===== config.mk =====
export PLATFORM = sky130hd
export DESIGN_NAME = rfct_cmd_q
export DESIGN_NICKNAME = d
export VERILOG_FILES = /design/src/hw/rtl/range_flag_completion_tracker_macros.svh /design/src/hw/rtl/rfct_pkg.sv /design/src/hw/rtl/rfct_cmd_q.sv
export SDC_FILE = /design/constraint.sdc
export NUM_CORES = 1
export LEC_CHECK = 0
export ABC_AREA = 1
export BUFFER_PORTS_ARGS = -buffer_cell sky130_fd_sc_hd__buf_2
export CAP_MARGIN = 20
export CORE_MARGIN = 1
export CORE_UTILIZATION = 48
export CTS_BUF_LIST = sky130_fd_sc_hd__clkbuf_8
export DETAILED_ROUTE_END_ITERATION = 8
export HOLD_SLACK_MARGIN = 0.08
export PLACE_DENSITY = 0.75
export SYNTH_ARGS = -nofsm -noshare
export SYNTH_HDL_FRONTEND = slang
export SYNTH_SLANG_ARGS = --single-unit

===== constraint.sdc =====
create_clock -name i_clk -period 4.5 [get_ports i_clk]
set_input_delay 0.225 -clock i_clk [delete_from_list [all_inputs] [get_ports i_clk]]
set_output_delay 0.225 -clock i_clk [all_outputs]
set_load 0.01 [all_outputs]

===== src/hw/rtl/range_flag_completion_tracker_macros.svh =====
// ----------------------------------------------------------------------------
// Range flag completion tracker: assertion macros
// Concurrent checks that compile away when SYNTHESIS is defined.
// ----------------------------------------------------------------------------
`ifndef RANGE_FLAG_COMPLETION_TRACKER_MACROS_SVH
`define RANGE_FLAG_COMPLETION_TRACKER_MACROS_SVH

`ifndef SYNTHESIS
// same-cycle implication
`define RFCT_ASSERT_IMPL(lbl, clk, rst_n, ante, cons, msg) \
    lbl: assert property (@(posedge clk) disable iff (!rst_n) (ante) |-> (cons)) \
        else $error(msg);
// next-cycle implication
`define RFCT_ASSERT_NEXT(lbl, clk, rst_n, ante, cons, msg) \
    lbl: assert property (@(posedge clk) disable iff (!rst_n) (ante) |=> (cons)) \
        else $error(msg);
`else
`define RFCT_ASSERT_IMPL(lbl, clk, rst_n, ante, cons, msg)
`define RFCT_ASSERT_NEXT(lbl, clk, rst_n, ante, cons, msg)
`endif

`endif


===== src/hw/rtl/rfct_pkg.sv =====
// ----------------------------------------------------------------------------
// rfct_pkg
// Shared constants, codes and types of the range flag completion tracker.
// ----------------------------------------------------------------------------
package rfct_pkg;

    // flag store size; power of two (FIFO pointers wrap by mask)
    localparam int FLAG_BITS = 64;
    localparam int MAX_RANKS = 16;
    localparam int MAX_OUT   = 64;
    localparam int FLAG_W    = $clog2(FLAG_BITS);
    localparam int FILL_W    = FLAG_W + 1;
    localparam int CNT_W     = 7;
    localparam int OPEN_W    = 7;
    localparam int TASK_W    = 64;
    localparam int KIND_W    = 3;
    localparam int POS_W     = 12;   // tile*rank_count + rank + span
    localparam int Q_DEPTH   = 2;
    localparam int Q_PTR_W   = $clog2(Q_DEPTH);
    localparam int CFG_IDX_W = 1;
    localparam int CFG_DAT_W = 5;

    localparam logic [OPEN_W-1:0] OPEN_MAX = 7'd127;

    // request codes
    localparam logic [1:0] REQ_ENQ  = 2'd0;
    localparam logic [1:0] REQ_FLAG = 2'd1;
    localparam logic [1:0] REQ_POLL = 2'd2;
    localparam logic [1:0] REQ_RSVD = 2'd3;

    // result kinds
    localparam logic [KIND_W-1:0] KIND_ACC  = 3'd0;
    localparam logic [KIND_W-1:0] KIND_REJ  = 3'd1;
    localparam logic [KIND_W-1:0] KIND_DONE = 3'd2;
    localparam logic [KIND_W-1:0] KIND_NONE = 3'd3;
    localparam logic [KIND_W-1:0] KIND_OVF  = 3'd4;

    // configuration register indexes
    localparam logic [CFG_IDX_W-1:0] CFG_OWN_RANK   = 1'd0;
    localparam logic [CFG_IDX_W-1:0] CFG_RANK_COUNT = 1'd1;

    // classified command ops
    localparam logic [1:0] OP_ENQ  = 2'd0;
    localparam logic [1:0] OP_REJ  = 2'd1;
    localparam logic [1:0] OP_FLAG = 2'd2;
    localparam logic [1:0] OP_POLL = 2'd3;

    typedef struct packed {
        logic [1:0]        op;
        logic [TASK_W-1:0] task_id;
        logic [FLAG_W-1:0] start;     // first bit, or flag bit for OP_FLAG
        logic [FLAG_W-1:0] stop;
        logic [CNT_W-1:0]  span_cnt;
        logic              local_hit;
        logic [FLAG_W-1:0] local_idx;
    } t_cmd;

    typedef struct packed {
        logic [FILL_W-1:0] fill;
        logic [OPEN_W-1:0] open_cnt;
    } t_back_stat;

endpackage


===== src/hw/rtl/rfct_cmd_q.sv =====
// ----------------------------------------------------------------------------
// rfct_cmd_q
// Short command queue between front and back.
// ----------------------------------------------------------------------------
module rfct_cmd_q (
    input  logic           i_clk,
    input  logic           i_rst_n,
    input  logic           i_push_valid,
    input  rfct_pkg::t_cmd i_push_cmd,
    output logic           o_push_ready,
    output logic           o_pop_valid,
    output rfct_pkg::t_cmd o_pop_cmd,
    input  logic           i_pop_ready
);
    rfct_pkg::t_cmd               r_slot [rfct_pkg::Q_DEPTH];
    logic [rfct_pkg::Q_PTR_W-1:0] r_wr;
    logic [rfct_pkg::Q_PTR_W-1:0] r_rd;
    logic [rfct_pkg::Q_PTR_W:0]   r_count;
    logic                         push;
    logic                         pop;

    assign o_push_ready = (r_count != (rfct_pkg::Q_PTR_W+1)'(rfct_pkg::Q_DEPTH));
    assign o_pop_valid  = (r_count != '0);
    assign o_pop_cmd    = r_slot[r_rd];
    assign push         = i_push_valid && o_push_ready;
    assign pop          = o_pop_valid && i_pop_ready;

    always_ff @(posedge i_clk) begin
        if (!i_rst_n) begin
            r_wr    <= '0;
            r_rd    <= '0;
            r_count <= '0;
        end else begin
            if (push) r_wr <= r_wr + 1'b1;
            if (pop)  r_rd <= r_rd + 1'b1;
            if (push && !pop) r_count <= r_count + 1'b1;
            else if (pop && !push) r_count <= r_count - 1'b1;
        end
    end

    always_ff @(posedge i_clk) begin
        if (push) begin
            r_slot[r_wr] <= i_push_cmd;
        end
    end
endmodule


# --- Yosys cells after proc, flatten, opt, wreduce, memory -nomap -nowiden ---
# Memory sizes are Yosys's and may differ from the RTL's. A register that Yosys moved wholly into a read port is not among the register bits.
# Cells that the tools add are included.
word_totals:
  mem_count: 1
  register_bits: 4
  input_bits: 96
  word_cells: 23
  ramBits: 184
  out_inout_bits: 94
classes:
  n_eq_ne: 1
  addsub: 4
  reduce_logical: 8
  muxes: 6
mem_list:
  columns: ["memory", "depth", "word_bits", "read_ports", "rd_clocked_by_memory_dff", "write_ports", "line_no", "source"]
  rows:
  - ["r_slot", 2, 92, 1, 1, 1, "rfct_cmd_q.sv:15", "rfct_pkg::t_cmd r_slot [rfct_pkg::Q_DEPTH];"]
op_table:
  columns: ["cell", "count"]
  rows:
  - ["1-bit logical AND", 4]
  - ["1-bit 2-to-1 mux", 4]
  - ["2-bit 2-to-1 mux", 2]
  - ["2-bit nonzero test", 2]
  - ["1-bit adder (second input constant)", 2]
  - ["2-bit by 1-bit adder with 2-bit output (second input constant)", 1]
  - ["1-bit logical NOT", 2]
  - ["2-bit inequality test (second input constant)", 1]
  - ["2-bit by 1-bit subtractor with 2-bit output (second input constant)", 1]

# --- Longest topological paths before layout ---
# Gate-level depths: netlist of run 1.
depth:
  depth_word: 6
  mapped_depth: 11
  ltp_nobuf: 11

# --- Worst setup path after synthesis of run 1 ---
# OpenSTA, ideal clock, no wires.
synth_path:
  path_type: "reg2reg"
  from: "register r_count[0] (netlist name)"
  to: "memory r_slot[0][0] (netlist name), enable pin"
  required_time_ns: 3.957
  arrival_time_ns: 4.470
  setup_ns: 0.543
  path_buffers: 0
  period_less_slack_ns: 5.013
  stages_incl_launch_ff: 5
  setup_slack_ns: -0.513
  path_cell_list: "dfxtp_1 > inv_1 > nand2_1 > nand2_1 > nor2_1"
synth_between:
  elab_chain_cells: 4
synth_rtl:
  columns: ["item", "line_no", "source"]
  rows:
  - ["from (decl)", "rfct_cmd_q.sv:18", "logic [rfct_pkg::Q_PTR_W:0] r_count;"]
  - ["from (signal assigned)", "rfct_cmd_q.sv:36", "if (push && !pop) r_count <= r_count + 1'b1;"]
  - ["from (signal assigned)", "rfct_cmd_q.sv:37", "else if (pop && !push) r_count <= r_count - 1'b1;"]
  - ["2-bit inequality test", "rfct_cmd_q.sv:22", "assign o_push_ready = (r_count != (rfct_pkg::Q_PTR_W+1)'(rfct_pkg::Q_DEPTH));"]
  - ["net o_push_ready", "rfct_cmd_q.sv:10", "output logic o_push_ready,"]
  - ["1-bit logical AND", "rfct_cmd_q.sv:25", "assign push = i_push_valid && o_push_ready;"]
  - ["1-bit 2-to-1 mux", "rfct_cmd_q.sv:42", "if (push) begin"]
  - ["1-bit 2-to-1 mux (not written as such)", "rfct_cmd_q.sv:43", "r_slot[r_wr] <= i_push_cmd;"]
  - ["to (decl)", "rfct_cmd_q.sv:15", null]
# The timed path passes the listed nets, and every way through them passes these cells.

==> out/results.ini, run 1 <==
[drt]
wl_um = 13320
viasPerCell = 4.768
dr_total_vias = 3900
dr.pass1.iters = 6
drc = 26
wl_per_cell_um = 16.28
first_iter_violations = 185
ant_nets = 0

[hold_path]
min_to = r_rd
min_from = i_pop_ready
hp-class = in2reg
min_path_cells = 4

[clocking]
hold_buffers = 93
numCtsBuffers = 17
max-clock-path-buffers = 2
clkTransAtPathRegs_ns = 0.09
cts_max_level = 4
cts-root-buf = clkbuf_8
cts_setup_buffers = 0
cts_sinks = 189
cts_tree = built
clk_latency_ns = 0.45
post_cts_resized = 0

[timing]
fin_tns_setup_ns = 0
grt_setup_unrepaired = false
period_needed_ns = 2.473
fmax_ghz = 0.4043
setup_viol = 0
relSlewSlack = 0.5396
finalClockSkew_ns = 0.01499
hold_viol = 0
fin_crit_sh = 0.5496
finalWorstSetupSlack_ns = 2.027
worst_slew_pin_slew_ns = 0.6906
slew_violations = 0

[pwr]
p_sw_frac = 0.2776
p_leak_nw = 3.809
power.density_nw_per_um2 = 466.9
netSwitchingPower_mw = 1.247
vdd_drop_max_v = 0.0002818
clockPowerShare = 0.204
p_comb_frac = 0.280
total_power_mw = 4.492
pwr-share-seq = 0.516
internal_power_mw = 3.245

[setup_path]
r2r_cells = 5
worstSetupPathType = reg2out
cp.required_ns = 4.28
regToRegStartpoint = r_count[0]
startpoint_type = flop
arrival_ns = 2.25
cp_max_fo = 42
reg2reg_to = r_slot[1][73]
r2r_setup_slack_ns = 2.67
cp-end-kind = output port

[grt]
grt_max_degree = 64
antenna_found_initial = 0
grt_pass1_vias = 4132
grt.total_usage = 0.1749
globalRoute.totalOverflow = 0
grt_pass1_wl_um = 20490

[logic_synthesis]
synth-xor-area-share = 0
synth_area_um2 = 7278
syn_inst = 323
synth_compound_area_frac = 0.003094
ys_types = 16
avgSynthCellArea_um2 = 22.53
synth_top_family_by_area = multiplexers
synthMuxAreaShare = 0.1836
syn_nets = 420
synthAdderAreaFrac = 0.001719
yosys-top-cells-area = edfxtp_1 76%, mux2_4 17%, buf_12 2.2%
seq_area_frac_synth = 0.7729
synth_top_area_share = 0.7592
ys_ff_latch = 189
synth_top_area_cell = edfxtp_1
synth-simple-area-share = 0.01031
yosysWarnings = 0

[finish]
fin_nets = 718
design_area_um2 = 9620
diodes = 0
drive_gt1_frac = 0.5016
area_growth_pct = 32.18
fill_cells = 1004

[floorplan]
pin_count = 190
initial_core_util = 0.4970
dieHeight_um = 125.1
die_w_um = 125.1
fp.coreArea_um2 = 14640
die-area_um2 = 15660
num_rows = 44

[place]
portBuffers = 189
dp_hpwl_um = 8193
placed_area_um2 = 8342
dp_slack_ns = 2.188
place.gp.congestion = 0.6985

[run_status]
run_status = complete, but fails checks
violations = design-rule violations

[run]
cap_violations = 0

==> state kept, by name, summed over array words and instances, names as in the netlist, named ones only <==
| register | cells |
|---|---|
| r_slot | 184 |
| r_rd | 1 |
| r_wr | 1 |
| r_count | 2 |
==> worst max-delay path, cell delays in order (launching register included) <==
cell and delay (ns):
dfxtp_4 0.63, buf_16 0.33, buf_4 0.32, mux2_2 0.36
buf_2 0.13
==> through the flow <==
stage / std cells / hold WS [ns] / util
after global routing: 818 / 0.1994 / 0.6570
after detailed placement: 692 / 0.4162 / 0.5696
after CTS: 817 / 0.1465 / 0.6551
after floorplan: 323 / 0.3239 / -
after global placement: 692 / 0.4124 / 0.5696
final: 818 / 0.1851 / 0.6570
==> kinds of logic (layout without fill, tap and decap cells) <==
kind of cell,after synthesis,count (layout)
flip-flops,189,189
AND/OR/NAND/NOR,19,19
buffers and inverters,18,329
AO/OA/AOI/OAI,4,4
multiplexers,92,92
adder cells (fa/ha/maj),1,1
==> power by group through the flow <==
stage	Clock (mW)	Combinational, mW	Sequential (mW)
after floorplan	0	0.887	2.34
after global placement	0	1.12	2.40
after detailed placement	0	1.14	2.41
after CTS	0.945	1.21	2.37
after global routing	1.01	1.35	2.34
final	0.916	1.26	2.32
==> cell usage in the layout, fill, tap and decap left out, types with 4 or more instances in the layout <==
master,count
buf_2,189
buf_4,6
clkbuf_8,17
clkinv_2,4
clkinvlp_4,4
dfxtp_1,4
dlygate4sd3_1,93
edfxtp_1,184
inv_1,11
mux2_2,12
mux2_4,80
nand2_1,9
nor2_1,6
==> worst max-delay path by stage <==
| stage | from | endpoint | cells past startpoint |
|---|---|---|---|
| CTS | flop | o_pop_cmd[39] | 3 |
| detailed placement | flop | o_pop_cmd[39] | 3 |
| global route | flop | o_pop_cmd[71] | 4 |
| global placement | flop | o_pop_cmd[18] | 3 |
| floorplan | r_count[0] | r_slot[0][0] | 4 |
| finish | flop | o_pop_cmd[71] | 4 |
==> cells in the mapped netlist, drive strengths merged <==
cell type	instances
a21oi	1
o21ai	2
nand4	1
nand2	9
o21a	1
nor2	8
nand3	1
dfxtp	5
buf	10
mux2	92
inv	8
ha	1
edfxtp	184
==> layout make-up <==
class / instances / area (µm²) / area share
clock buffers: 17 / 234.0 / 0.02432
multi-input cells: 116 / 1461 / 0.1519
well taps: 184 / 230.2 / 0.02393
repair buffers: 289 / 1949 / 0.2026
inverters: 8 / 30.03 / 0.003121
flip-flops and latches: 189 / 5629 / 0.5851
clock inverters: 15 / 86.33 / 0.008974
==> per-layer routing <==
metal,up-vias,global-route usage,part of all wire
li1,1852,-,-
met1,1877,0.2058,0.41
met2,159,0.2958,0.51
met3,12,0.06290,0.074
met4,0,0.06385,0.013
met5,-,0,0
No activity file was read; power rests on OpenSTA's default activity.
==> run 2, diff against run 1 <==
--- a/config.mk
+++ b/config.mk
@@ -5,7 +5,7 @@
 export SDC_FILE = /design/constraint.sdc
 export NUM_CORES = 1
 export LEC_CHECK = 0
-export ABC_AREA = 1
+export ABC_AREA = 0
 export BUFFER_PORTS_ARGS = -buffer_cell sky130_fd_sc_hd__buf_2
 export CAP_MARGIN = 20
 export CORE_MARGIN = 1
@@ -13,7 +13,7 @@
 export CTS_BUF_LIST = sky130_fd_sc_hd__clkbuf_8
 export DETAILED_ROUTE_END_ITERATION = 8
 export HOLD_SLACK_MARGIN = 0.08
-export PLACE_DENSITY = 0.75
+export PLACE_DENSITY = 0.73
 export SYNTH_ARGS = -nofsm -noshare
 export SYNTH_HDL_FRONTEND = slang
 export SYNTH_SLANG_ARGS = --single-unit
==> constraint.sdc (replaced) <==
create_clock -name i_clk -period 2.6 [get_ports i_clk]
set_input_delay 0.13 -clock i_clk [delete_from_list [all_inputs] [get_ports i_clk]]
set_output_delay 0.13 -clock i_clk [all_outputs]
set_load 0.01 [all_outputs]
==> run 2 against run 1 <==
Compared with the run above: the flow now finishes without violations; synthesized cell count shrank 4.0%; sequential power increased by 72%; clock skew increased by 0.0021 ns; first-iteration DRC count up 13%; global-route usage up 0.89 points; final cell count decreased by 2.2%; critical endpoint is now o_pop_cmd[86].
==> out/results.ini, run 2 <==
[setup_path]
critical_path.cell_chain = buf_4 -> mux2_2 -> buf_2  ; was buf_16 -> buf_4 -> mux2_2 -> buf_2
worstSetupPathType = reg2out  ; unchanged
regToRegStartpoint = r_count[0]  ; unchanged
startpoint_type = flop  ; unchanged
arrival_ns = 2.00  ; was 2.25 ns
cp.required_ns = 2.47  ; was 4.28 ns
r2r_cells = 4  ; was 5
r2r_setup_slack_ns = 0.79  ; was 2.67 ns
slowest_stage = dfxtp_4  ; unchanged
reg2reg_to = r_slot[0][75]  ; was r_slot[1][73]
cp-end-kind = output port  ; unchanged
cp_max_fo = 36  ; was 42
slowest_delay_ns = 0.67  ; was 0.63 ns

[floorplan]
fp.coreArea_um2 = 13930  ; was 14,640 µm²
die_w_um = 122.0  ; was 125.1 µm
initial_core_util = 0.4956  ; was 0.4970
die-area_um2 = 14870  ; was 15,660 µm²
num_rows = 43  ; was 44
dieHeight_um = 122.0  ; was 125.1 µm
pin_count = 190  ; unchanged

[drt]
wl_per_cell_um = 16.82  ; was 16.28 µm
drc = 0  ; was 26
first_iter_violations = 209  ; was 185
dr_total_vias = 3909  ; was 3,900
viasPerCell = 4.886  ; was 4.768
wl_um = 13450  ; was 13,320 µm
dr.pass1.iters = 4  ; was 6
ant_nets = 0  ; unchanged

[place]
dp_hpwl_um = 7817  ; was 8193 µm
portBuffers = 189  ; unchanged
dp_slack_ns = 0.8358  ; was 2.188 ns
place.gp.congestion = 0.6877  ; was 0.6985

[grt]
met3_usage = 0.05712  ; was 0.06290
grtUsageMet1 = 0.1974  ; was 0.2058
grt_pass1_vias = 4130  ; was 4,132
busiest_layer = met2  ; unchanged
grt_use_met2 = 0.3316  ; was 0.2958
grt.total_usage = 0.1838  ; was 0.1749
globalRoute.totalOverflow = 0  ; unchanged
grt_max_degree = 93  ; was 64
antenna_found_initial = 0  ; unchanged
grt_pass1_wl_um = 20000  ; was 20,490 µm

[hold_path]
min_path_cells = 4  ; unchanged
min_from = i_pop_ready  ; unchanged
hp-class = in2reg  ; unchanged

[run]
cap_violations = 0  ; unchanged

[clocking]
max-clock-path-buffers = 2  ; unchanged
clkTransAtPathRegs_ns = 0.08  ; was 0.09 ns
clk_latency_ns = 0.44  ; was 0.45 ns
cts_max_level = 4  ; unchanged
post_cts_resized = 0  ; unchanged
cts_setup_buffers = 0  ; unchanged
numCtsBuffers = 17  ; unchanged
cts_tree = built  ; unchanged
cts_sinks = 189  ; unchanged
cts-root-buf = clkbuf_8  ; unchanged

[logic_synthesis]
synth_area_um2 = 6907  ; was 7278 µm²
yosysWarnings = 0  ; unchanged
avgSynthCellArea_um2 = 22.28  ; was 22.53 µm²
synth_common_cells = 184 x edfxtp_1, 92 x mux2_2, 8 x buf_6  ; was 184 x edfxtp_1, 80 x mux2_4, 12 x mux2_2
synth_edf_count = 184  ; unchanged
synth_top_area_share = 0.8000  ; was 0.7592
async_flop_share = 0  ; unchanged
synth_top_area_cell = edfxtp_1  ; unchanged
synth_flop_cell = edfxtp_1  ; unchanged
seq_area_frac_synth = 0.8145  ; was 0.7729
syn_inst = 310  ; was 323
synth_most_common_cell = edfxtp_1  ; unchanged
syn_nets = 407  ; was 420
yosys-top-cells-area = edfxtp_1 80%, mux2_2 15%, dfxtp_1 1.4%  ; was edfxtp_1 76%, mux2_4 17%, buf_12 2.2%
ys_ff_latch = 189  ; unchanged
ys_types = 21  ; was 16

[timing]
fin_crit_sh = 0.8184
slew_violations = 0  ; unchanged
relSlewSlack = 0.6282  ; was 0.5396
fmax_ghz = 0.4699
finalWorstSetupSlack_ns = 0.4721  ; was 2.027 ns
worst_slew_pin_slew_ns = 0.5577  ; was 0.6906 ns
setup_viol = 0  ; unchanged
period_needed_ns = 2.128
grt_setup_unrepaired = false  ; unchanged
finalClockSkew_ns = 0.01712  ; was 0.01499 ns
whs_ns = 0.1961  ; was 0.1851 ns
fin_tns_setup_ns = 0  ; unchanged
hold_viol = 0  ; unchanged

[pwr]
p_comb_frac = 0.266  ; was 0.280
power.density_nw_per_um2 = 820.6  ; was 466.9 nW/µm²
pwr-share-seq = 0.519  ; was 0.516
clockPowerShare = 0.215  ; was 0.204
p_sw_frac = 0.2785  ; was 0.2776
netSwitchingPower_mw = 2.135  ; was 1.247 mW
vdd_drop_max_v = 0.0007546  ; was 0.0002818 V
internal_power_mw = 5.532  ; was 3.245 mW
p_leak_nw = 3.501  ; was 3.809 nW
total_power_mw = 7.667  ; was 4.492 mW

[finish]
mostFrequentLayoutCells = 189 x buf_2, 184 x edfxtp_1, 94 x dlygate4sd3_1  ; was 189 x buf_2, 184 x edfxtp_1, 93 x dlygate4sd3_1
drive_gt1_frac = 0.5161  ; was 0.5016
final_core_utilization = 0.6705  ; was 0.6570
largest_reg_flops = 184  ; unchanged
diodes = 0  ; unchanged
fin_nets = 704  ; was 718
top_register = r_slot  ; unchanged
area_growth_pct = 35.27  ; was 32.18%
layout_commonest_cell = buf_2  ; unchanged
reg.largest.list = r_slot (184), r_count (2)  ; unchanged

[run_status]
run_status = completed  ; was complete, but fails checks

run 2: changes by cell type after synthesis, sizes merged, moves of 2 or more:
cell,previous run,this run
inv,8,1
nor2,8,0
a21boi,0,2
nand2,9,0
and2,0,4
xnor2,0,2
run 2: critical path, delay by kind of cell (launching register included):
family,cells,cell delay (ns)
mux,1,0.37
flops,1,0.67
buf+inv,2,0.49
run 2: repair_timing:
action,4_1_cts,5_1_grt
hold buffers,94,0
endpoints found under the setup margin,0,0
endpoints found under the hold margin,189,0
run 2: worst max path at each step:
stage                     depth (start not counted)  slack, ns            end       start
after floorplan                                   3       0.21   r_slot[0][0]  r_count[0]
after global placement                            3       0.93  r_slot[1][80]  r_count[0]
after detailed placement                          3       0.84  r_slot[1][52]  r_count[0]
after CTS                                         3       0.40   o_pop_cmd[3]        flop
after global routing                              3       0.34  o_pop_cmd[86]        flop
final                                             3       0.47  o_pop_cmd[86]        flop
run 2: power by group through the flow:
stage | clock, mW | sequential, mW | combinational (mW)
3_5_place_dp | 0 | 4.05 | 1.92
5_1_grt | 1.80 | 4.02 | 2.19
2_1_floorplan | 0 | 3.95 | 1.32
6_report | 1.65 | 3.98 | 2.04
4_1_cts | 1.70 | 3.98 | 2.05
3_3_place_gp | 0 | 4.03 | 1.89
run 2: cell families (layout without fill, tap and decap cells):
logic type	count (synthesis)	count (layout)	synth area share
flip-flops	189	189	0.8145
multiplexers	92	92	0.1500
AO/OA/AOI/OAI	5	5	0.005072
adder cells (fa/ha/maj)	1	1	0.001811
buffers and inverters	11	321	0.01540
XOR/XNOR	3	3	0.003805
AND/OR/NAND/NOR	9	9	0.009421
run 2: routing by layer:
layer / vias to the layer above / wire [µm]
li1: 1819 / -
met1: 1923 / 5202
met2: 143 / 7268
met3: 24 / 738
met4: 0 / 244
met5: - / 0
run 2: area by class of cell:
type / count / area (µm²)
Clock inverter: 13 / 77.57
Timing Repair Buffer: 288 / 1962
Multi-Input combinational cell: 110 / 1180
Fill cell: 955 / 4592
Clock buffer: 19 / 261.5
Inverter: 1 / 7.507
Tap cell: 180 / 225.2
Sequential cell: 189 / 5629
run 2: through the flow:
stage | instances | cell area, µm²
after global placement | 674 | 8063
final | 800 | 9343
after global routing | 800 | 9343
after CTS | 800 | 9343
after detailed placement | 674 | 8063
after floorplan | 310 | 6912
