==> config.mk <==
export PLATFORM = sky130hd
export DESIGN_NAME = rfct_front_flat
export DESIGN_NICKNAME = d
export VERILOG_FILES = /design/src/hw/rtl/range_flag_completion_tracker_macros.svh /design/src/hw/rtl/rfct_pkg.sv /design/src/hw/rtl/rfct_in_if.sv /design/src/hw/rtl/rfct_front.sv /design/src/flat_wrapper.sv
export SDC_FILE = /design/constraint.sdc
export NUM_CORES = 1
export LEC_CHECK = 0
export ABC_AREA = 1
export BUFFER_PORTS_ARGS = -buffer_cell sky130_fd_sc_hd__buf_2
export CAP_MARGIN = 20
export CORE_UTILIZATION = 40
export DETAILED_ROUTE_END_ITERATION = 8
export GPL_ROUTABILITY_DRIVEN = 0
export HOLD_SLACK_MARGIN = 0.02
export PLACE_DENSITY = 0.71
export SYNTH_ARGS = -nofsm -noshare
export SYNTH_HDL_FRONTEND = slang
export SYNTH_SLANG_ARGS = --single-unit
==> constraint.sdc <==
create_clock -name i_clk -period 17.7 [get_ports i_clk]
set_input_delay 3.54 -clock i_clk [delete_from_list [all_inputs] [get_ports i_clk]]
set_output_delay 3.54 -clock i_clk [all_outputs]
set_load 0.05 [all_outputs]
==> src/hw/rtl/range_flag_completion_tracker_macros.svh <==
// ----------------------------------------------------------------------------
// Range flag completion tracker: assertion macros
// Concurrent checks that compile away when SYNTHESIS is defined.
// ----------------------------------------------------------------------------
`ifndef RANGE_FLAG_COMPLETION_TRACKER_MACROS_SVH
`define RANGE_FLAG_COMPLETION_TRACKER_MACROS_SVH

`ifndef SYNTHESIS
// same-cycle implication
`define RFCT_ASSERT_IMPL(lbl, clk, rst_n, ante, cons, msg) \
    lbl: assert property (@(posedge clk) disable iff (!rst_n) (ante) |-> (cons)) \
        else $error(msg);
// next-cycle implication
`define RFCT_ASSERT_NEXT(lbl, clk, rst_n, ante, cons, msg) \
    lbl: assert property (@(posedge clk) disable iff (!rst_n) (ante) |=> (cons)) \
        else $error(msg);
`else
`define RFCT_ASSERT_IMPL(lbl, clk, rst_n, ante, cons, msg)
`define RFCT_ASSERT_NEXT(lbl, clk, rst_n, ante, cons, msg)
`endif

`endif

==> src/hw/rtl/rfct_pkg.sv <==
// ----------------------------------------------------------------------------
// rfct_pkg
// Shared constants, codes and types of the range flag completion tracker.
// ----------------------------------------------------------------------------
package rfct_pkg;

    // flag store size; power of two (FIFO pointers wrap by mask)
    localparam int FLAG_BITS = 64;
    localparam int MAX_RANKS = 16;
    localparam int MAX_OUT   = 64;
    localparam int FLAG_W    = $clog2(FLAG_BITS);
    localparam int FILL_W    = FLAG_W + 1;
    localparam int CNT_W     = 7;
    localparam int OPEN_W    = 7;
    localparam int TASK_W    = 64;
    localparam int KIND_W    = 3;
    localparam int POS_W     = 12;   // tile*rank_count + rank + span
    localparam int Q_DEPTH   = 2;
    localparam int Q_PTR_W   = $clog2(Q_DEPTH);
    localparam int CFG_IDX_W = 1;
    localparam int CFG_DAT_W = 5;

    localparam logic [OPEN_W-1:0] OPEN_MAX = 7'd127;

    // request codes
    localparam logic [1:0] REQ_ENQ  = 2'd0;
    localparam logic [1:0] REQ_FLAG = 2'd1;
    localparam logic [1:0] REQ_POLL = 2'd2;
    localparam logic [1:0] REQ_RSVD = 2'd3;

    // result kinds
    localparam logic [KIND_W-1:0] KIND_ACC  = 3'd0;
    localparam logic [KIND_W-1:0] KIND_REJ  = 3'd1;
    localparam logic [KIND_W-1:0] KIND_DONE = 3'd2;
    localparam logic [KIND_W-1:0] KIND_NONE = 3'd3;
    localparam logic [KIND_W-1:0] KIND_OVF  = 3'd4;

    // configuration register indexes
    localparam logic [CFG_IDX_W-1:0] CFG_OWN_RANK   = 1'd0;
    localparam logic [CFG_IDX_W-1:0] CFG_RANK_COUNT = 1'd1;

    // classified command ops
    localparam logic [1:0] OP_ENQ  = 2'd0;
    localparam logic [1:0] OP_REJ  = 2'd1;
    localparam logic [1:0] OP_FLAG = 2'd2;
    localparam logic [1:0] OP_POLL = 2'd3;

    typedef struct packed {
        logic [1:0]        op;
        logic [TASK_W-1:0] task_id;
        logic [FLAG_W-1:0] start;     // first bit, or flag bit for OP_FLAG
        logic [FLAG_W-1:0] stop;
        logic [CNT_W-1:0]  span_cnt;
        logic              local_hit;
        logic [FLAG_W-1:0] local_idx;
    } t_cmd;

    typedef struct packed {
        logic [FILL_W-1:0] fill;
        logic [OPEN_W-1:0] open_cnt;
    } t_back_stat;

endpackage

==> src/hw/rtl/rfct_in_if.sv <==
// ----------------------------------------------------------------------------
// rfct_in_if
// Request channel: valid/ready plus request payload.
// ----------------------------------------------------------------------------
interface rfct_in_if;
    logic        valid;
    logic        ready;
    logic [1:0]  req_type;
    logic [63:0] task_id;
    logic [5:0]  tile_index;
    logic [3:0]  rank_first;
    logic [4:0]  rank_span;
    logic [5:0]  flag_index;

    modport source (output valid, req_type, task_id, tile_index, rank_first,
                    rank_span, flag_index, input ready);
    modport sink   (input valid, req_type, task_id, tile_index, rank_first,
                    rank_span, flag_index, output ready);
endinterface

==> src/hw/rtl/rfct_front.sv <==
// ----------------------------------------------------------------------------
// rfct_front
// Accepts request beats, computes flag ranges, classifies into commands.
// ----------------------------------------------------------------------------
module rfct_front (
    input  logic                i_clk,
    input  logic                i_rst_n,
    input  logic [3:0]          i_own_rank,
    input  logic [4:0]          i_rank_count,
    rfct_in_if.sink             i_in,
    output logic                o_cmd_valid,
    output rfct_pkg::t_cmd      o_cmd,
    input  logic                i_cmd_ready
);
    logic [10:0]               prod;
    logic [rfct_pkg::POS_W-1:0] start_w;
    logic [rfct_pkg::POS_W-1:0] stop_w;
    logic [rfct_pkg::POS_W-1:0] local_w;
    logic [5:0]                rank_end;
    logic                      reject;
    logic                      accept;
    rfct_pkg::t_cmd            cmd_w;
    logic                      r_valid;
    rfct_pkg::t_cmd            r_cmd;

    assign prod     = 11'(i_in.tile_index) * 11'(i_rank_count);
    assign start_w  = rfct_pkg::POS_W'(prod) + rfct_pkg::POS_W'(i_in.rank_first);
    assign stop_w   = start_w + rfct_pkg::POS_W'(i_in.rank_span) - rfct_pkg::POS_W'(1);
    assign local_w  = rfct_pkg::POS_W'(prod) + rfct_pkg::POS_W'(i_own_rank);
    assign rank_end = 6'(i_in.rank_first) + 6'(i_in.rank_span);
    assign reject   = (i_in.rank_span == 5'd0)
                   || (rank_end > 6'(rfct_pkg::MAX_RANKS))
                   || (stop_w >= rfct_pkg::POS_W'(rfct_pkg::FLAG_BITS));

    always_comb begin
        cmd_w           = '0;
        cmd_w.task_id   = i_in.task_id;
        cmd_w.start     = start_w[rfct_pkg::FLAG_W-1:0];
        cmd_w.stop      = stop_w[rfct_pkg::FLAG_W-1:0];
        cmd_w.span_cnt  = rfct_pkg::CNT_W'(i_in.rank_span);
        cmd_w.local_hit = (local_w >= start_w) && (local_w <= stop_w);
        cmd_w.local_idx = local_w[rfct_pkg::FLAG_W-1:0];
        unique case (i_in.req_type)
            rfct_pkg::REQ_ENQ:  cmd_w.op = reject ? rfct_pkg::OP_REJ : rfct_pkg::OP_ENQ;
            rfct_pkg::REQ_FLAG: begin
                cmd_w.op    = rfct_pkg::OP_FLAG;
                cmd_w.start = i_in.flag_index[rfct_pkg::FLAG_W-1:0];
            end
            rfct_pkg::REQ_POLL: cmd_w.op = rfct_pkg::OP_POLL;
            default:            cmd_w.op = rfct_pkg::OP_POLL;   // dropped below
        endcase
    end

    assign i_in.ready = !r_valid || i_cmd_ready;
    assign accept     = i_in.valid && i_in.ready;

    always_ff @(posedge i_clk) begin
        if (!i_rst_n) begin
            r_valid <= 1'b0;
        end else if (accept) begin
            r_valid <= (i_in.req_type != rfct_pkg::REQ_RSVD);
        end else if (i_cmd_ready) begin
            r_valid <= 1'b0;
        end
    end

    always_ff @(posedge i_clk) begin
        if (accept) begin
            r_cmd <= cmd_w;
        end
    end

    assign o_cmd_valid = r_valid;
    assign o_cmd       = r_cmd;
endmodule

==> src/flat_wrapper.sv <==
// flat-port wrapper written by rule: the top's interface ports become plain ports
module rfct_front_flat 
  (i_clk, i_rst_n, i_own_rank, i_rank_count, o_cmd_valid, o_cmd, i_cmd_ready, i_in_valid, i_in_req_type, i_in_task_id, i_in_tile_index, i_in_rank_first, i_in_rank_span, i_in_flag_index, i_in_ready);
  rfct_in_if i_in_i ();
  input  logic i_clk;
  input  logic i_rst_n;
  input  logic [3:0] i_own_rank;
  input  logic [4:0] i_rank_count;
  output logic o_cmd_valid;
  output rfct_pkg::t_cmd o_cmd;
  input  logic i_cmd_ready;
  input wire logic [$bits(i_in_i.valid)-1:0] i_in_valid;
  input wire logic [$bits(i_in_i.req_type)-1:0] i_in_req_type;
  input wire logic [$bits(i_in_i.task_id)-1:0] i_in_task_id;
  input wire logic [$bits(i_in_i.tile_index)-1:0] i_in_tile_index;
  input wire logic [$bits(i_in_i.rank_first)-1:0] i_in_rank_first;
  input wire logic [$bits(i_in_i.rank_span)-1:0] i_in_rank_span;
  input wire logic [$bits(i_in_i.flag_index)-1:0] i_in_flag_index;
  output wire logic [$bits(i_in_i.ready)-1:0] i_in_ready;
  assign i_in_i.valid = i_in_valid;
  assign i_in_i.req_type = i_in_req_type;
  assign i_in_i.task_id = i_in_task_id;
  assign i_in_i.tile_index = i_in_tile_index;
  assign i_in_i.rank_first = i_in_rank_first;
  assign i_in_i.rank_span = i_in_rank_span;
  assign i_in_i.flag_index = i_in_flag_index;
  assign i_in_ready = i_in_i.ready;
  rfct_front u_core (.i_clk(i_clk), .i_rst_n(i_rst_n), .i_own_rank(i_own_rank), .i_rank_count(i_rank_count), .i_in(i_in_i), .o_cmd_valid(o_cmd_valid), .o_cmd(o_cmd), .i_cmd_ready(i_cmd_ready));
endmodule
=== Word-level counts from Yosys, hierarchy flattened ===
Cells that the tools add are included.
Widths: inputs -> output; s select.

* Register bits after elaboration: 91
* Output and inout port bits: 94
* Logic and storage cells: 34

* Add/sub/neg operators: 5
* Multipliers: 1
* Magnitude comparators: 4
* Equal/unequal tests: 2
* Mux-type cells: 5
* Reduce and logical (&&, ||, !) cells: 9

{| class="wikitable"
|+ Operators by type and width
! cell !! count
|-
| $add 11x4->12 || 2
|-
| $add 12x5->12 || 1
|-
| $ge 12x12->1 || 1
|-
| $ge 12x7->1 const B || 1
|-
| $le 12x12->1 || 1
|-
| $sub 12x1->12 const B || 1
|-
| $mul 6x5->11 || 1
|-
| $add 4x5->6 || 1
|-
| $gt 6x5->1 const B || 1
|-
| $mux 6 || 1
|-
| $logic_not 5->1 || 1
|-
| $pmux 2 s2 || 1
|-
| $logic_or 1x1->1 || 3
|-
| $mux 1 || 3
|-
| $eq 2x1->1 const B || 1
|-
| $logic_and 1x1->1 || 2
|-
| $logic_not 2->1 || 1
|-
| $ne 2x2->1 const B || 1
|-
| $reduce_bool 2->1 || 1
|-
| $logic_not 1->1 || 1
|}

=== Longest topological paths before layout ===
Gate-level depths: netlist of run 1.

* Depth in word-level cells: 8
* Mapped depth: 35
* Depth with buffers taken out: 35

=== Worst setup path before layout of run 1 ===
No wires, ideal clock.

* Path type: input-to-reg
* From: in i_cmd_ready
* To: reg u_core.r_cmd (netlist bit u_core.o_cmd[0]) (enable)
* Setup time: 677 ps
* Arrival: 10082 ps
* Slack: 6941 ps
* Cell stages on the path: 2
* Buffers on the path: 0
* Path through: inv_1 > a21boi_0

* Cells in the longest elaborated chain, start to end: 2

{| class="wikitable"
|+ Ends and longest elaborated chain
! what !! RTL line !! RTL
|-
| from (decl) || flat_wrapper.sv:11 || <nowiki>input logic i_cmd_ready;</nowiki>
|-
| $logic_or 1x1->1 || rfct_front.sv:54 || <nowiki>assign i_in.ready = !r_valid || i_cmd_ready;</nowiki>
|-
| $logic_and 1x1->1 || rfct_front.sv:55 || <nowiki>assign accept = i_in.valid && i_in.ready;</nowiki>
|-
| named net u_core.accept || rfct_front.sv:21 || <nowiki>logic accept;</nowiki>
|-
| to (signal assigned) || rfct_front.sv:69 || <nowiki>r_cmd <= cmd_w;</nowiki>
|-
| to (decl) || rfct_front.sv:24 || <nowiki>rfct_pkg::t_cmd r_cmd;</nowiki>
|}

The timed path passes the listed nets, and every way through them passes these cells.
A chain may end at the register's enable or synchronous reset.

==> results of run 1 <==
-- layout by cell type, fill, tap and decap left out, types with 3 or more instances in the layout --
cell,n
edfxtp_1,90
a21oi_1,23
nand2_4,4
clkbuf_16,9
nand2_1,125
nand2_2,14
o21ai_0,14
buf_2,191
fa_1,16
nand4_1,4
ha_1,67
nand3_2,5
inv_1,104
nand3_1,37
nor2_1,23
inv_2,3
xor2_1,16
xnor2_1,5
-- state kept, by name, summed over array words and instances (netlist names) --
| signal | flops |
|---|---|
| u_core.o_cmd_valid | 1 |
| u_core.o_cmd | 90 |
-- power groups by stage --
stage          registers, mW  logic (mW)  clock network (mW)
2_1_floorplan          0.363       0.439                   0
3_3_place_gp           0.280       0.641                   0
3_5_place_dp           0.281       0.652                   0
4_1_cts                0.277       0.657               0.206
5_1_grt                0.280       0.753               0.215
6_report               0.277       0.652               0.202
-- cell type report --
cell class,count,area (um2),area share (%)
multi-input combinational,383,2740,37.0
sequential,91,2720,36.9
timing repair buffer,192,963,13.0
inverter,110,415,5.62
clock buffer,9,225,3.05
tap,180,225,3.05
clock inverter,7,98.8,1.34
-- through the flow --
step,power [mW],hold slack [ps],utilization [%],setup WS [ps]
after global routing,1.25,598,52.4,8460
final,1.13,556,52.4,9030
after CTS,1.14,558,52.4,9050
after detailed placement,0.934,548,50.1,8710
after floorplan,0.802,1110,-,6940
after global placement,0.921,546,50.1,8840
-- logic make-up (layout without fill, tap and decap cells) --
group           count (synthesis)  in the layout
other cells                     1              2
fa+ha+maj                      83             83
xor+xnor                       22             22
flops                          91             91
compound gates                 52             52
simple gates                  224            224
buf+inv                       113            318
-- path summary, 6_finish.rpt --
path / endpoint / start / slack, ps / depth (start not counted)
worst max-delay path: u_core.o_cmd[6] / i_rank_count[4] / 9030 / 29
worst min-delay path: u_core.o_cmd_valid / u_core.o_cmd_valid / 560 / 2
worst max register to register: u_core.o_cmd[17] / u_core.o_cmd_valid / 15600 / 2
worst min register to register: u_core.o_cmd_valid / u_core.o_cmd_valid / 560 / 2
-- critical path, delay by kind of cell --
| kind | cells | cell delay (ps) |
|---|---|---|
| simple gates | 13 | 1350 |
| compound gates | 5 | 820 |
| xor+xnor | 1 | 270 |
| buf+inv | 4 | 320 |
| fa+ha+maj | 6 | 2550 |
-- per-layer routing --
| layer | track usage [%] | part of all wire [%] | vias up |
|---|---|---|---|
| met5 | 0 | 0 | - |
| met4 | 6.17 | 1.5 | 0 |
| met3 | 4.15 | 8.5 | 13 |
| met2 | 36.2 | 52 | 129 |
| met1 | 20.4 | 38 | 2084 |
| li1 | - | - | 2336 |
==> impl_metrics.csv, run 1 <==
group,metric,value,unit
synthesis,synthSimpleGateAreaFrac,17.9,%
flow_run,drv_cap,0,
setup_path,cpMostUsedCell,"nand3_1",
timing,fin_crit_sh,49.0,%
global_route,grt_use_total,18.9,%
route,drc,0,
placed_design,io_buffers,191,
floorplan,die_w,123,um
clock_network,cts.sinks,91,
pwr,p_seq_share,24.5,%
synthesis,muxShareOfSynthArea,0,%
synthesis,synthTopCellsByCount,"125 x nand2_1, 104 x inv_1, 90 x edfxtp_1, 67 x ha_1, 37 x nand3_1",
global_route,grt-ovfl-total,0,
synthesis,synthFlopType,"edfxtp_1",
timing,fmax,0.115,GHz
synthesis,yosys_warnings,0,
synthesis,yosysSeqAreaShare,46.3,%
route,wl_per_cell,14.4,um
synthesis,synth_top_family_by_area,"adder cells",
placed_design,dp_hpwl,11500,um
setup_path,crit_fanout,6,
clock_network,htreeDepth,3,
clock_network,cts_buffer_depth,2,
timing,rsz0062_at_grt,"no",
timing,hold_viol,0,
route,drtAntennaViolNets,0,
layout,syn2layout_area_growth,25.7,%
layout,fin_cells,972,
timing,drv_slew,0,
synthesis,synth_cells,586,
floorplan,io_pins,194,
synthesis,yosysMostFrequentCell,"nand2_1",
clock_network,clkTransAtPathRegs,60,ps
setup_path,critical_path_class,"in2reg",
pwr,p_leak,3.75,nW
timing,tightest_slew,846,ps
synthesis,synth_cell_types,42,
synthesis,synth_area,5880,um2
synthesis,synth_compound_area_share,5.02,%
timing,fin_crit,8670,ps
setup_path,max_stage_delay,540,ps
clock_network,cts_resized,0,
clock_network,cts-buffers-inserted,9,
global_route,grt_antenna_before_repair,0,
timing,max_slew_margin,43.6,%
timing,finalClockSkew,4.77,ps
pwr,vdd_drop_max,0.103,mV
setup_path,end_kind,"flip-flop",
pwr,switching_share,44.9,%
timing,fin_setup_tns,0,ps
synthesis,synth_area_leaders,"edfxtp_1 46%, ha_1 14%, nand2_1 8.0%",
worst_hold_path,hp-class,"reg2reg",
synthesis,synth_area_per_cell,10.0,um2
synthesis,synth_top_cell_by_area,"edfxtp_1",
clock_network,cts_setup_buffers,0,
synthesis,synth-edff-count,90,
route,drtIter0Drc,231,
clock_network,hold_buffers,0,
pwr,power.density,153,nW/um2
clock_network,clk_latency,340,ps
pwr,p_int,0.623,mW
synthesis,synth_top_cell_area_share,46.0,%
floorplan,rows,43,
setup_path,cp.required,17890,ps
setup_path,start_kind,"primary input",
global_route,grt_max_degree,72,
route,vias,4562,
global_route,grt_pass1_vias,4437,
synthesis,synth_fa_ha_area_share,19.7,%
layout,drive_gt1_share,30.9,%
floorplan,core_area,14100,um2
layout,fin_nets,970,
layout,diodes,0,
status,status,"finished, final reports clean",
synthesis,ys_ff_latch,91,
clock_network,tritoncts,"built",
timing,setup_viol,0,
pwr,power_switching,0.508,mW
placed_design,placed_cells,956,
floorplan,die_y,123,um
synthesis,synth_xor_xnor_area_share,3.60,%
setup_path,cp_data_arrival_time,8860,ps
global_route,grt_pass1_wl,21700,um
setup_path,slowest_stage,"fa_1",
pwr,pwr-share-comb,57.7,%
pwr,pwr-share-clk,17.9,%
floorplan,dieArea,15200,um2
route,finalWirelength,14000,um
synthesis,async_reset_ff_share,0,%
floorplan,start_util,41.7,%
route,drtPass1Iterations,6,
placed_design,placed_cell_area,7060,um2
layout,design_area,7390,um2
layout,fillers,1271,
clock_network,root_buffer,"clkbuf_16",
route,viasPerCell,4.69,
(Power assumes the default switching activity.)
==> run 2: changes to the inputs <==
clock period = 8.75 ns   (was 17.7 ns; I/O delays follow)
==> run 2 against run 1 <==
Net effect: worst hold slack gained 1.4 ps; global-route usage decreased by 0.35 points; power grew 99%; cell area down 0.25%; combinational power up 100%; sequential share of layout area increased by 0.094 points; critical endpoint unchanged; critical path depth grew 1; via count increased by 1.2%; first-iteration DRC count increased by 16%; highest routed layer unchanged; non-clock buffer count rose by 1; die area unchanged.
==> impl_metrics.csv, run 2 (synthesis gave the netlist of run 1 again) <==
group,metric,value,unit
global_route,grt_pass1_vias,4398,
global_route,grt_antenna_before_repair,0,
timing,fmax,0.145,GHz
worst_hold_path,hold_path_startpoint,"u_core.o_cmd_valid",
floorplan,dieArea,15200,um2
global_route,grt_use_total,18.6,%
timing,max_slew_margin,46.8,%
clock_network,htreeDepth,3,
floorplan,die_w,123,um
placed_design,io_buffers,191,
pwr,p_leak,3.74,nW
layout,layout_common_cells,"191 x buf_2, 125 x nand2_1, 104 x inv_1",
worst_hold_path,whs_path_depth,2,
global_route,grt-ovfl-total,0,
clock_network,clkTransAtPathRegs,50,ps
route,drtIter0Drc,269,
layout,drive_gt1_share,30.7,%
clock_network,cts.sinks,91,
timing,setup_viol,0,
timing,fin_crit_sh,78.8,%
clock_network,hold_buffers,0,
layout,fin_cells,972,
setup_path,max_stage_delay,540,ps
clock_network,cts_buffer_depth,2,
setup_path,cp_data_arrival_time,7070,ps
setup_path,r2r_end,"u_core.o_cmd[89]",
timing,finalClockSkew,10.0,ps
pwr,power.density,306,nW/um2
route,drtPass1Iterations,4,
worst_hold_path,hold_end,"u_core.o_cmd_valid",
layout,fillers,1290,
layout,post-route-util,52.3,%
global_route,grt_max_degree,53,
setup_path,start_kind,"primary input",
setup_path,crit_fanout,6,
global_route,met3_usage,4.47,%
route,finalWirelength,13900,um
layout,syn2layout_area_growth,25.4,%
setup_path,critical_path_class,"in2reg",
clock_network,tritoncts,"built",
clock_network,cts_setup_buffers,0,
timing,rsz0062_at_grt,"no",
timing,fin_setup_tns,0,ps
route,drtAntennaViolNets,0,
setup_path,end_kind,"flip-flop",
pwr,vdd_drop_max,0.169,mV
global_route,grt_use_met1,20.8,%
timing,whs,557,ps
route,drc,0,
clock_network,root_buffer,"clkbuf_16",
global_route,top_usage_layer,"met2",
timing,fin_crit,6890,ps
flow_run,drv_cap,0,
placed_design,dp_hpwl,11700,um
layout,largest_reg_flops,90,
route,viasPerCell,4.75,
worst_hold_path,hp-class,"reg2reg",
floorplan,die_y,123,um
floorplan,start_util,41.7,%
layout,fin_nets,971,
setup_path,r2r_cells,3,
route,vias,4619,
setup_path,ff2ff_setup_slack,6830,ps
placed_design,placed_cells,957,
floorplan,core_area,14100,um2
status,status,"finished, final reports clean",
timing,hold_viol,0,
global_route,grt_pass1_wl,21600,um
layout,diodes,0,
global_route,met2_usage,34.9,%
timing,tightest_slew,794,ps
route,wl_per_cell,14.3,um
setup_path,cp.required,8930,ps
clock_network,clk_latency,330,ps
layout,layout_commonest_cell,"buf_2",
floorplan,rows,43,
floorplan,io_pins,194,
clock_network,cts-buffers-inserted,9,
setup_path,slowest_stage,"fa_1",
clock_network,cts_resized,0,
setup_path,reg2reg_from,"u_core.o_cmd_valid",
timing,drv_slew,0,
run 2: changes by cell type in the layout (fill, tap and decap cells not counted):
cell       previous run  this run
inv_8                 1         0
inv_6                 2         0
clkinv_4              0         2
bufinv_16             2         1
clkbuf_1              0         2
clkinv_2              2         1
buf_12                0         1
run 2: routing by layer:
metal | up-vias | wire (um)
li1 | 2342 | -
met1 | 2131 | 5620
met2 | 132 | 7030
met3 | 14 | 1110
met4 | 0 | 187
met5 | - | 0
run 2: cell type report:
cell class              instances  area [um2]  area share, %
clock buffers                  11         233           3.16
clock inverters                 4        52.6          0.713
inverters                     110         415           5.64
multi-input cells             383        2740           37.1
flip-flops and latches         91        2720           37.0
well taps                     180         225           3.06
repair buffers                193         983           13.3
run 2: critical path: cells and delay by family:
kind / cells / cell delay, ps
AOI/OAI and AO/OA: 4 / 620
xor gates and xnor gates: 1 / 260
adders and majority gates: 6 / 2550
buffers and inverters: 5 / 390
and+or+nand+nor: 14 / 1510
run 2: per-stage QoR:
| step | setup slack, ps | power (mW) | cell area [um2] |
|---|---|---|---|
| detailed placement | 1520 | 1.89 | 7080 |
| floorplan | 2080 | 1.62 | 5880 |
| CTS | 1850 | 2.26 | 7370 |
| finish | 1860 | 2.26 | 7370 |
| global route | 1350 | 2.48 | 7370 |
| global placement | 1640 | 1.86 | 7060 |
run 2: power by group:
part           total, mW  leakage (nW)  switching [mW]  internal [mW]
clock network      0.368         0.140           0.148          0.220
logic               1.33          2.72           0.865          0.464
registers          0.558         0.880         0.00999          0.548
run 2: worst max path at each step:
stage	start	endpoint	cells past startpoint
detailed placement	i_rank_count[4]	u_core.o_cmd[6]	30
floorplan	i_in_tile_index[1]	u_core.o_cmd[6]	27
finish	i_rank_count[4]	u_core.o_cmd[6]	30
global placement	i_rank_count[4]	u_core.o_cmd[6]	29
global route	i_rank_count[4]	u_core.o_cmd[6]	30
CTS	i_rank_count[4]	u_core.o_cmd[6]	30
==> run 3: changes to the inputs <==
ABC_AREA = 0   (was 1)
PLACE_DENSITY = 0.74   (was 0.71)
clock period = 5.6 ns   (was 8.75 ns; I/O delays follow)
==> run 3 against run 2 <==
Net effect: the run now ends with negative setup slack left; combinational power increased to 2.6 times the previous value; worst hold slack worse by 30 ps; power up 120%; count of clock-buffer cells in the layout shrank 1; critical endpoint unchanged; highest routed layer unchanged.
==> impl_metrics.csv, run 3 <==
group,metric,value,unit
timing,drv_slew,0,
layout,drive_gt1_share,47.1,%
setup_path,end_kind,"flip-flop",
timing,rsz0062_at_grt,"yes",
route,vias,4717,
clock_network,cts_buffer_depth,2,
placed_design,placed_cells,944,
clock_network,cts.sinks,91,
route,drc,0,
timing,max_slew_margin,44.7,%
pwr,power.density,588,nW/um2
route,drtAntennaViolNets,0,
clock_network,clkTransAtPathRegs,50,ps
floorplan,die_y,121,um
timing,fin_setup_tns,-1500,ps
global_route,grt_pass1_wl,22700,um
global_route,grt-ovfl-total,0,
timing,setup_viol,2,
synthesis,synthFlopType,"edfxtp_1",
timing,tightest_slew,828,ps
setup_path,start_kind,"primary input",
synthesis,yosys_warnings,0,
layout,fin_cells,970,
route,viasPerCell,4.86,
clock_network,tritoncts,"built",
clock_network,htreeDepth,3,
pwr,p_int,2.88,mW
layout,design_area,8250,um2
pwr,pwr-share-comb,71.5,%
synthesis,yosysMostFrequentCell,"edfxtp_1",
pwr,switching_share,40.6,%
worst_hold_path,hp-class,"reg2reg",
floorplan,core_area,13800,um2
global_route,grt_max_degree,91,
timing,hold_viol,0,
timing,fmax,0.157,GHz
clock_network,clk_latency,330,ps
global_route,grt_antenna_before_repair,0,
pwr,power_switching,1.97,mW
synthesis,ys_ff_latch,91,
timing,fin_crit,6370,ps
synthesis,synth_top_cell_by_area,"edfxtp_1",
synthesis,synth_cell_types,63,
layout,syn2layout_area_growth,45.8,%
clock_network,root_buffer,"clkbuf_16",
synthesis,synthTopCellsByCount,"90 x edfxtp_1, 67 x ha_1, 59 x inv_1, 38 x nand2_1, 21 x xnor2_1",
pwr,total_power,4.85,mW
pwr,vdd_drop_max,0.385,mV
synthesis,synth_area,5660,um2
setup_path,slowest_stage,"fa_1",
global_route,grt_pass1_vias,4812,
timing,finalWorstSetupSlack,-770,ps
setup_path,max_stage_delay,550,ps
layout,post-route-util,59.6,%
placed_design,placed_cell_area,7690,um2
global_route,met3_usage,3.85,%
layout,diodes,0,
layout,layout_common_cells,"189 x buf_2, 110 x buf_4, 90 x edfxtp_1",
route,drtPass1Iterations,4,
floorplan,die_w,121,um
global_route,grt_use_met1,21.4,%
synthesis,synth_cells,474,
global_route,top_usage_layer,"met2",
setup_path,critical_path_class,"in2reg",
status,status,"complete, but fails checks",
setup_path,crit_fanout,5,
synthesis,yosysSeqAreaShare,48.1,%
setup_path,path_delay_family,"adder cells",
setup_path,cp_cell_sequence,"buf_6 -> buf_6 -> nand2_4 -> fa_1 -> fa_1 -> fa_1 -> inv_2 -> ha_4 -> nor2_2 -> o21ba_2 -> or2_4 -> or3_4 -> xnor2_4 -> inv_2 -> ha_4 -> or4_4 -> o211ai_1 -> xnor2_1 -> ha_1 -> o311a_1 -> a211oi_4 -> o211ai_1 -> a31oi_1 -> o22a_1",
pwr,p_seq_share,18.1,%
pwr,pwr-share-clk,10.5,%
floorplan,dieArea,14600,um2
global_route,grt_use_total,20.3,%
clock_network,cts-buffers-inserted,9,
synthesis,synth-edff-count,90,
layout,largest_reg_flops,90,
floorplan,rows,43,
timing,whs,527,ps
synthesis,async_reset_ff_share,0,%
layout,layout_commonest_cell,"buf_2",
floorplan,start_util,40.9,%
floorplan,io_pins,194,
placed_design,dp_hpwl,12400,um
setup_path,crit_buf_inv,4,
synthesis,synth_area_per_cell,11.9,um2
clock_network,hold_buffers,0,
status,violations,"negative setup slack",
timing,fin_crit_sh,114,%
route,finalWirelength,15000,um
route,drtIter0Drc,214,
pwr,p_leak,3.86,nW
placed_design,io_buffers,191,
timing,finalClockSkew,3.49,ps
flow_run,drv_cap,0,
global_route,met2_usage,39.6,%
layout,fin_nets,970,
route,wl_per_cell,15.5,um
placed_design,dpl_worst_slack,-1120,ps
synthesis,synth_area_leaders,"edfxtp_1 48%, ha_1 15%, fa_1 5.7%",
setup_path,cp.required,5680,ps
setup_path,cp_data_arrival_time,6450,ps
synthesis,synth_top_cell_area_share,47.8,%
setup_path,cpMostUsedCell,"fa_1",
-- run 3: worst paths after layout --
check / start / end / slack (ps) / depth (start not counted)
max reg2reg: u_core.o_cmd_valid / u_core.o_cmd[84] / 4170 / 3
max: i_rank_count[2] / u_core.o_cmd[6] / -770 / 24
min: u_core.o_cmd_valid / u_core.o_cmd_valid / 530 / 2
min reg2reg: u_core.o_cmd_valid / u_core.o_cmd_valid / 530 / 2
-- run 3: kinds of logic after synthesis --
group	after synthesis	synth area share, %
simple gates	125	11.6
flops	91	48.1
fa+ha+maj	83	20.5
compound gates	74	8.98
buf+inv	63	4.45
xor+xnor	36	6.10
other cells	1	0.0663
mux	1	0.199
-- run 3: area by class of cell --
type | count | area (um2)
clock buffers | 10 | 229
multi-input cells | 321 | 2970
well taps | 180 | 225
repair buffers | 305 | 1860
inverters | 59 | 221
clock inverters | 4 | 20.0
fillers | 1102 | 5580
flip-flops and latches | 91 | 2720
-- run 3: timing repair --
item	4_1_cts	5_1_grt
pin swaps	7	23
cloned	0	0
endpoints found under the hold margin	0	0
buffers inserted	7	4
setup endpoints to repair	2	2
resized for setup	8	29
-- run 3: worst min-delay path: stages (launching register included) --
cell and delay (ps):
dfxtp_1 300, nand2b_1 90, a21boi_0 80
-- run 3: routing by layer --
layer	vias to the layer above	routed length [um]
met5	-	0
met4	0	390
met3	26	969
met2	150	8030
met1	2230	5630
li1	2311	-
-- run 3: power by group through the flow --
stage / clock, mW / combinational, mW / sequential [mW]
finish: 0.507 / 3.47 / 0.877
global route: 0.537 / 3.78 / 0.882
CTS: 0.515 / 3.11 / 0.880
detailed placement: 0 / 3.05 / 0.893
global placement: 0 / 2.92 / 0.891
floorplan: 0 / 1.56 / 1.15
